## src/rtl/kpdc_pkg.sv

```systemverilog
// Package for the key press duration classifier: counter width, thresholds,
// press state codes and the structs passed between the top level and the step logic.
// No dependencies.
package kpdc_pkg;

  // Down-tick counter width (valid range 4 to 16).
  localparam int unsigned COUNT_WIDTH = 8;
  // Threshold register width, fixed by the register map.
  localparam int unsigned THR_WIDTH   = 8;
  // Compare width that holds both the counter and a threshold.
  localparam int unsigned CMP_WIDTH   = (COUNT_WIDTH > THR_WIDTH) ? COUNT_WIDTH : THR_WIDTH;

  localparam logic [COUNT_WIDTH-1:0] COUNT_MAX = {COUNT_WIDTH{1'b1}};

  // Configuration register indexes.
  localparam logic [1:0] REG_DEBOUNCE  = 2'd0;
  localparam logic [1:0] REG_LONG      = 2'd1;
  localparam logic [1:0] REG_VERY_LONG = 2'd2;

  // Reset values of the thresholds.
  localparam logic [THR_WIDTH-1:0] DEBOUNCE_RESET  = 8'd3;
  localparam logic [THR_WIDTH-1:0] LONG_RESET      = 8'd40;
  localparam logic [THR_WIDTH-1:0] VERY_LONG_RESET = 8'd120;

  typedef enum logic [1:0] {
    ST_IDLE    = 2'd0,
    ST_PRESSED = 2'd1,
    ST_LONG    = 2'd2,
    ST_VLONG   = 2'd3
  } press_state_t;

  typedef struct packed {
    logic [THR_WIDTH-1:0] debounce_ticks;
    logic [THR_WIDTH-1:0] long_ticks;
    logic [THR_WIDTH-1:0] very_long_ticks;
  } kpdc_cfg_t;

  typedef struct packed {
    logic         short_press;
    logic         long_press;
    logic         very_long_press;
    press_state_t press_level;
  } kpdc_result_t;

endpackage

```

## src/rtl/kpdc_step.sv

```systemverilog
// Next-state and event logic for one key sample of the classifier.
// Depends on kpdc_pkg.
module kpdc_step (
  input  logic                             key_down,
  input  kpdc_pkg::press_state_t           state_cur,
  input  logic [kpdc_pkg::COUNT_WIDTH-1:0] count_cur,
  input  kpdc_pkg::kpdc_cfg_t              cfg,
  output kpdc_pkg::press_state_t           state_nxt,
  output logic [kpdc_pkg::COUNT_WIDTH-1:0] count_nxt,
  output kpdc_pkg::kpdc_result_t           result
);
  import kpdc_pkg::*;

  logic [COUNT_WIDTH-1:0] count_up;
  logic [CMP_WIDTH-1:0]   up_ext;
  logic [CMP_WIDTH-1:0]   cur_ext;
  logic [CMP_WIDTH-1:0]   deb_ext;
  logic [CMP_WIDTH-1:0]   long_ext;
  logic [CMP_WIDTH-1:0]   vlong_ext;
  logic                   short_p;
  logic                   long_p;
  logic                   vlong_p;

  // Saturate rather than wrap.
  assign count_up  = (count_cur == COUNT_MAX) ? count_cur : count_cur + 1'b1;

  assign up_ext    = CMP_WIDTH'(count_up);
  assign cur_ext   = CMP_WIDTH'(count_cur);
  assign deb_ext   = CMP_WIDTH'(cfg.debounce_ticks);
  assign long_ext  = CMP_WIDTH'(cfg.long_ticks);
  assign vlong_ext = CMP_WIDTH'(cfg.very_long_ticks);

  always_comb begin
    state_nxt = state_cur;
    count_nxt = count_cur;
    short_p   = 1'b0;
    long_p    = 1'b0;
    vlong_p   = 1'b0;
    if (key_down) begin
      case (state_cur)
        ST_IDLE: begin
          count_nxt = count_up;
          if (up_ext > deb_ext) state_nxt = ST_PRESSED;
        end
        ST_PRESSED: begin
          count_nxt = count_up;
          if (up_ext > long_ext) begin
            state_nxt = ST_LONG;
            long_p    = 1'b1;
          end
        end
        ST_LONG: begin
          count_nxt = count_up;
          if (up_ext > vlong_ext) begin
            state_nxt = ST_VLONG;
            vlong_p   = 1'b1;
          end
        end
        default: begin
          // hold the count in the very long state
          count_nxt = count_cur;
        end
      endcase
    end else begin
      case (state_cur)
        ST_PRESSED: begin
          if (cur_ext > deb_ext) begin
            state_nxt = ST_IDLE;
            short_p   = 1'b1;
          end
        end
        ST_LONG, ST_VLONG: begin
          state_nxt = ST_IDLE;
        end
        default: begin
          state_nxt = state_cur;
        end
      endcase
      count_nxt = '0;
    end
  end

  assign result.short_press     = short_p;
  assign result.long_press      = long_p;
  assign result.very_long_press = vlong_p;
  assign result.press_level     = state_nxt;

endmodule

```

## src/rtl/key_press_duration_classifier.sv

```systemverilog
// Top level of the key press duration classifier: threshold registers, press
// state and down counter, and the result register. Depends on kpdc_pkg and kpdc_step.
//
// One key sample is taken per input transaction and gives exactly one result
// transaction: short, long and very-long event pulses plus the press level after
// that sample. The block takes one transaction every clock cycle unless the output
// stalls; the result appears in the output register in the cycle after acceptance.
// The rate is set by the loop through the press state and down counter registers.
// The input side stays ready while the result register is empty or being emptied
// in the same cycle, so a stalled output halts intake only once its register is full.
// Thresholds are written through the cfg_ port; the user must do so only while no
// transaction is in flight, not enforced by the block; unknown indexes are ignored.
module key_press_duration_classifier (
  input  logic       clk,
  input  logic       rst_n,
  input  logic       cfg_we,
  input  logic [1:0] cfg_index,
  input  logic [7:0] cfg_wdata,
  input  logic       in_valid,
  output logic       in_ready,
  input  logic       in_key_down,
  output logic       out_valid,
  input  logic       out_ready,
  output logic       out_short_press,
  output logic       out_long_press,
  output logic       out_very_long_press,
  output logic [1:0] out_press_level
);
  import kpdc_pkg::*;

  kpdc_cfg_t              cfg_r;
  press_state_t           state_r;
  press_state_t           state_nxt;
  logic [COUNT_WIDTH-1:0] count_r;
  logic [COUNT_WIDTH-1:0] count_nxt;
  kpdc_result_t           result_nxt;
  kpdc_result_t           result_r;
  logic                   out_valid_r;
  logic                   in_fire;

  // accept while the result register is free or draining this cycle
  assign in_ready = !out_valid_r || out_ready;
  assign in_fire  = in_valid && in_ready;

  // Threshold registers: write at once, drop unknown indexes.
  always_ff @(posedge clk) begin
    if (!rst_n) begin
      cfg_r.debounce_ticks  <= DEBOUNCE_RESET;
      cfg_r.long_ticks      <= LONG_RESET;
      cfg_r.very_long_ticks <= VERY_LONG_RESET;
    end else if (cfg_we) begin
      case (cfg_index)
        REG_DEBOUNCE:  cfg_r.debounce_ticks  <= cfg_wdata;
        REG_LONG:      cfg_r.long_ticks      <= cfg_wdata;
        REG_VERY_LONG: cfg_r.very_long_ticks <= cfg_wdata;
        default: begin
          cfg_r <= cfg_r;
        end
      endcase
    end
  end

  kpdc_step u_step (
    .key_down  (in_key_down),
    .state_cur (state_r),
    .count_cur (count_r),
    .cfg       (cfg_r),
    .state_nxt (state_nxt),
    .count_nxt (count_nxt),
    .result    (result_nxt)
  );

  // Advance the press state and counter only on an accepted sample.
  always_ff @(posedge clk) begin
    if (!rst_n) begin
      state_r <= ST_IDLE;
      count_r <= '0;
    end else if (in_fire) begin
      state_r <= state_nxt;
      count_r <= count_nxt;
    end
  end

  // Result register: load on acceptance, hold while stalled.
  always_ff @(posedge clk) begin
    if (!rst_n) begin
      out_valid_r <= 1'b0;
    end else if (in_fire) begin
      out_valid_r <= 1'b1;
    end else if (out_ready) begin
      out_valid_r <= 1'b0;
    end
  end

  always_ff @(posedge clk) begin
    if (in_fire) begin
      result_r <= result_nxt;
    end
  end

  assign out_valid           = out_valid_r;
  assign out_short_press     = result_r.short_press;
  assign out_long_press      = result_r.long_press;
  assign out_very_long_press = result_r.very_long_press;
  assign out_press_level     = result_r.press_level;

endmodule

```

## config.mk

```make
export PLATFORM = sky130hd
export DESIGN_NAME = key_press_duration_classifier
export DESIGN_NICKNAME = d
export VERILOG_FILES = /design/src/rtl/kpdc_pkg.sv /design/src/rtl/kpdc_step.sv /design/src/rtl/key_press_duration_classifier.sv
export SDC_FILE = /design/constraint.sdc
export NUM_CORES = 1
export LEC_CHECK = 0
export BUFFER_PORTS_ARGS = -buffer_cell sky130_fd_sc_hd__buf_2
export CAP_MARGIN = 0
export CORE_MARGIN = 1
export CORE_UTILIZATION = 40
export CTS_BUF_LIST = sky130_fd_sc_hd__clkbuf_8
export CTS_CLUSTER_SIZE = 10
export DETAILED_ROUTE_END_ITERATION = 16
export GPL_TIMING_DRIVEN = 0
export PLACE_DENSITY = 0.65
export SYNTH_ARGS = -nofsm -noshare
export SYNTH_HDL_FRONTEND = slang
export SYNTH_SLANG_ARGS = --single-unit
```

## constraint.sdc

```tcl
create_clock -name clk -period 3.5 [get_ports clk]
set_input_delay 0 -clock clk [delete_from_list [all_inputs] [get_ports clk]]
set_output_delay 0 -clock clk [all_outputs]
set_load 0.005 [all_outputs]
```

## After elaboration in Yosys (flattened, before gate mapping)

Index checks and enable logic that the tools add are counted.

| storage, ports and cells | value |
|---|---|
| register bits after elaboration | 40 |
| latch bits | 0 |
| memory bits (writable) | 0 |
| bits in read-only memories | 0 |
| input port bits | 16 |
| memories kept | 0 |

| operators by class | value |
|---|---|
| add/sub/neg operators | 1 |
| $mul | 0 |
| div/mod/pow operators | 0 |
| order comparisons | 4 |
| equality and inequality tests | 7 |
| shift-type cells | 0 |
| mux-type cells | 15 |
| bitwise operators | 1 |
| reductions and logical operators | 15 |

Operators with widths:

| operator | number |
|---|---|
| $gt A8 B8 Y1 | 4 |
| $mux W8 | 3 |
| $reduce_and A2 Y1 | 6 |
| $mux W2 | 5 |
| $add A8 B1 Y8 const B | 1 |
| $eq A8 B8 Y1 const B | 1 |
| $eq A2 B2 Y1 const B | 3 |
| $pmux W2 S3 | 1 |
| $mux W1 | 5 |
| $eq A2 B1 Y1 const B | 2 |
| $logic_not A2 Y1 | 2 |
| $pmux W2 S2 | 1 |
| $reduce_or A2 Y1 | 2 |
| $reduce_or A3 Y1 | 1 |
| $ne A2 B2 Y1 const B | 1 |
| $reduce_bool A2 Y1 | 1 |
| $logic_and A1 B1 Y1 | 1 |
| $logic_not A1 Y1 | 1 |
| $logic_or A1 B1 Y1 | 1 |
| $not A1 Y1 | 1 |

## Logic depth before layout (Yosys ltp)

| logic depth | value |
|---|---|
| depth after elaboration | 6 |
| depth in mapped cells | 11 |

## By module

From an unflattened synthesis, not the netlist that was laid out.

| unflattened totals | value |
|---|---|
| cells, all modules | 308 |
| area, all modules | 2688.8 sq um |

Modules (own cells, without submodules):

| module | instances | cells each | area an instance (sq um) | sequential area each (sq um) |
|---|---|---|---|---|
| key_press_duration_classifier | 1 | 144 | 1488.9 | 850.8 |
| kpdc_step | 1 | 164 | 1199.9 | 0.0 |

## Worst setup path after synthesis

OpenSTA, ideal clock, no wires.

| timing path | value |
|---|---|
| path kind | register to register |
| start | register count_r[3] |
| end | register result_r (netlist bit out_press_level[1]) (data pin) |
| data arrival time | 2310 ps |
| slack | 936 ps |
| cell stages (with the launch flop) | 12 |
| period minus slack after synthesis | 2564 ps |
| cells stage by stage | dfxtp_1 and3_4 nand3_2 nor2_4 mux2_1 ha_1 nor2b_1 o211ai_1 a21oi_1 o22ai_1 o21bai_1 and2_1 |

RTL lines:

| item | RTL line | text |
|---|---|---|
| start: declaration | key_press_duration_classifier.sv:34 | `logic [COUNT_WIDTH-1:0] count_r;` |
| start signal: assignment | key_press_duration_classifier.sv:80 | `count_r <= count_nxt;` |
| end signal: assignment | key_press_duration_classifier.sv:97 | `result_r <= result_nxt;` |
| end: declaration | key_press_duration_classifier.sv:37 | `kpdc_result_t result_r;` |

==> results.yml <==
floorplan:
  initial_core_util: 0.422
  io_pins: 23
  num_rows: 28
  fp.coreArea_sq_mm: 0.00606
  die_w_microns: 82.0
  dieHeight_microns: 82.0
  die-area_sq_mm: 0.00672
cts:
  numCtsBuffers: 5
  h-tree-depth: 2
  cts.clk_slew.worst_paths_ns: 0.08
  clk_latency_ns: 0.30
  clockRootBuffer: "clkbuf_8"
  cts.sinks: 40
  cts_tree: "done"
  ctsLongestPathBuffers: 2
sta:
  setup_viol: 0
  setup_tns_ns: 0
  max_slew_margin: 0.617
  rsz0062_at_grt: "false"
  period_share: 0.845
  fin_crit_ns: 2.96
  drv_slew: 0
  clock.fmax_mhz: 338
  fin_skew_ns: 0.00753
  tightest_slew_ns: 0.575
  hold_viol: 0
place:
  routabilityCongestion: 0.801
  placement.cell_area_sq_mm: 0.00276
  hpwl_microns: 4350
  portBuffers: 21
route:
  vias: 2080
  wirelength_microns: 5750
  post_drt_wl_per_cell_microns: 14.3
  drc_errors: 0
  antenna_left: 0
  drt_iter0_drc: 168
  routed_via_density: 5.16
  first_pass_iters: 4
synth:
  synthDominantCellAreaShare: 0.274
  synth_common_cells: "dfxtp_1 (35), ha_1 (33), nand2_1 (26), a21oi_1 (24), inv_1 (24)"
  ys_types: 53
  synth.avg_cell_area_sq_um: 8.82
  synth_xor_area_frac: 0.0137
  synth-simple-area-share: 0.230
  synth_compound_area_frac: 0.169
  async_reset_ff_frac: 0
  synth_top_family_by_area: "simple AND/OR/NAND/NOR gates"
  synth_most_common_cell: "dfxtp_1"
  ys_ff_latch: 40
  yosysTopAreaCell: "dfxtp_1"
  muxShareOfSynthArea: 0.0421
  ys_seq_area_frac: 0.333
  synth_warnings: 0
  synthAdderAreaFrac: 0.161
  synth_edf_count: 5
  netlist_instances: 290
  yosys-top-cells-area: "dfxtp_1 (27%), ha_1 (16%), edfxtp_1 (5.9%), nor2b_1 (5.4%), a21oi_1 (4.7%)"
  syn-cell-area_sq_mm: 0.00256
  syn-num-nets: 339
  synth_flop_cell: "dfxtp_1"
cells_and_area:
  syn_to_final_growth_pct: 15.0
  antenna_cells: 0
  final_area_sq_mm: 0.00294
  fin_nets: 376
  drive_gt1_frac: 0.152
outcome:
  outcome: "complete, no violations"
hold_path:
  worstHoldPathCells: 4
  min_path_type: "in -> reg"
critical_path:
  start_kind: "register"
  crit_required_ns: 3.54
  cp-end-kind: "register"
  reg2regPathDepth: 11
  crit_type: "reg -> reg"
  rrSetupSlack_ns: 0.54
  critPathArrivalTime_ns: 3.00
  path_max_fanout: 8
power_and_ir_drop:
  powerDensity_mw_per_mm2: 319
  p_leak_nw: 1.26
  ir_drop_mv: 0.176
global_route:
  antenna_found_initial: 0
  grt_overflow: 0
  grt_max_degree: 13
  grt_pass1_vias: 1966
  grt_pass1_wl_microns: 9600
  grt_usage: 0.193
job:
  max_cap_violations: 0
-- report_power, final --
| group | switching, mW | internal (mW) |
|---|---|---|
| Clock | 0.163 | 0.157 |
| Sequential | 0.00752 | 0.480 |
| Combinational | 0.0712 | 0.0579 |
| Total | 0.242 | 0.695 |
-- sequential cells by signal, summed over array words and instances (netlist names) --
register,count
count_r,8
out_valid,1
cfg_r,24
out_very_long_press,1
out_press_level,2
out_short_press,1
state_r,2
out_long_press,1
-- per-layer routing --
metal | global-route usage | vias up | wire length, microns
li1 | - | 1106 | -
met1 | 0.263 | 924 | 2860
met2 | 0.309 | 42 | 2590
met3 | 0.0367 | 8 | 229
met4 | 0.0526 | 0 | 68
met5 | 0 | - | 0
-- kinds of logic (layout without fill, tap and decap cells) --
logic type	Yosys count	in the layout
adder cells (fa/ha/maj)	33	33
XOR/XNOR	4	4
flip-flops	40	40
AO/OA/AOI/OAI	65	65
AND/OR/NAND/NOR	105	105
multiplexers	10	10
buffers and inverters	33	71
-- layout make-up --
cell class | count | area [sq um]
multi-input combinational | 217 | 1580
fill | 594 | 3120
timing repair buffer | 30 | 195
sequential | 40 | 851
clock inverter | 2 | 11.3
tap | 75 | 93.8
buffer | 9 | 41.3
clock buffer | 6 | 82.6
inverter | 24 | 90.1
-- worst max-delay path, stage by stage (launching register included) --
cell       delay [ns]
dfxtp_1          0.43
ha_1             0.35
nand2_1          0.13
nor2_4           0.17
mux2_1           0.40
ha_1             0.32
nor2b_1          0.13
o211ai_1         0.09
a21oi_1          0.19
o221ai_1         0.22
nand3b_1         0.16
nand4bb_1        0.11
-- path summary, 6_finish.rpt --
path	start	to
hold / removal	cfg_index[0]	cfg_r[7]
setup reg to reg	count_r[1]	out_press_level[0]
setup / recovery	count_r[1]	out_press_level[0]
hold reg to reg	cfg_r[1]	cfg_r[1]
-- what timing repair did --
action                                 4_1_cts  5_1_grt
setup buffers                                0        0
hold buffers                                 9        0
gates resized for setup                      0        0
endpoints found under the hold margin       18        0
-- per-stage QoR --
step                      setup WS, ns  power [mW]  utilization  hold WS, ns  instances
after global routing             0.296       0.986        0.485       0.0895        403
after global placement           0.629       0.615        0.455        0.260        386
after CTS                        0.552       0.949        0.485       0.0487        403
final                            0.543       0.937        0.485       0.0534        403
after floorplan                  0.936       0.577            -        0.125        290
after detailed placement         0.590       0.618        0.455        0.273        386
-- cell usage in the layout, fill, tap and decap left out, drive strengths merged, types with 2 or more instances in the layout --
cell type,count
o21ai,5
ha,33
and3,4
dfxtp,35
xnor2,4
a21o,6
buf,25
nor3b,3
dlygate4sd3,9
mux2i,7
and2,3
o211ai,9
nand2b,3
nand3b,2
a31oi,2
nor2,15
o22ai,2
nand3,6
nand2,28
clkbuf,11
or2,2
a21oi,26
o21a,2
nor2b,24
a21boi,6
inv,25
nor3,4
nand4,9
edfxtp,5
mux2,3
Power figures use the tool's default switching activity.
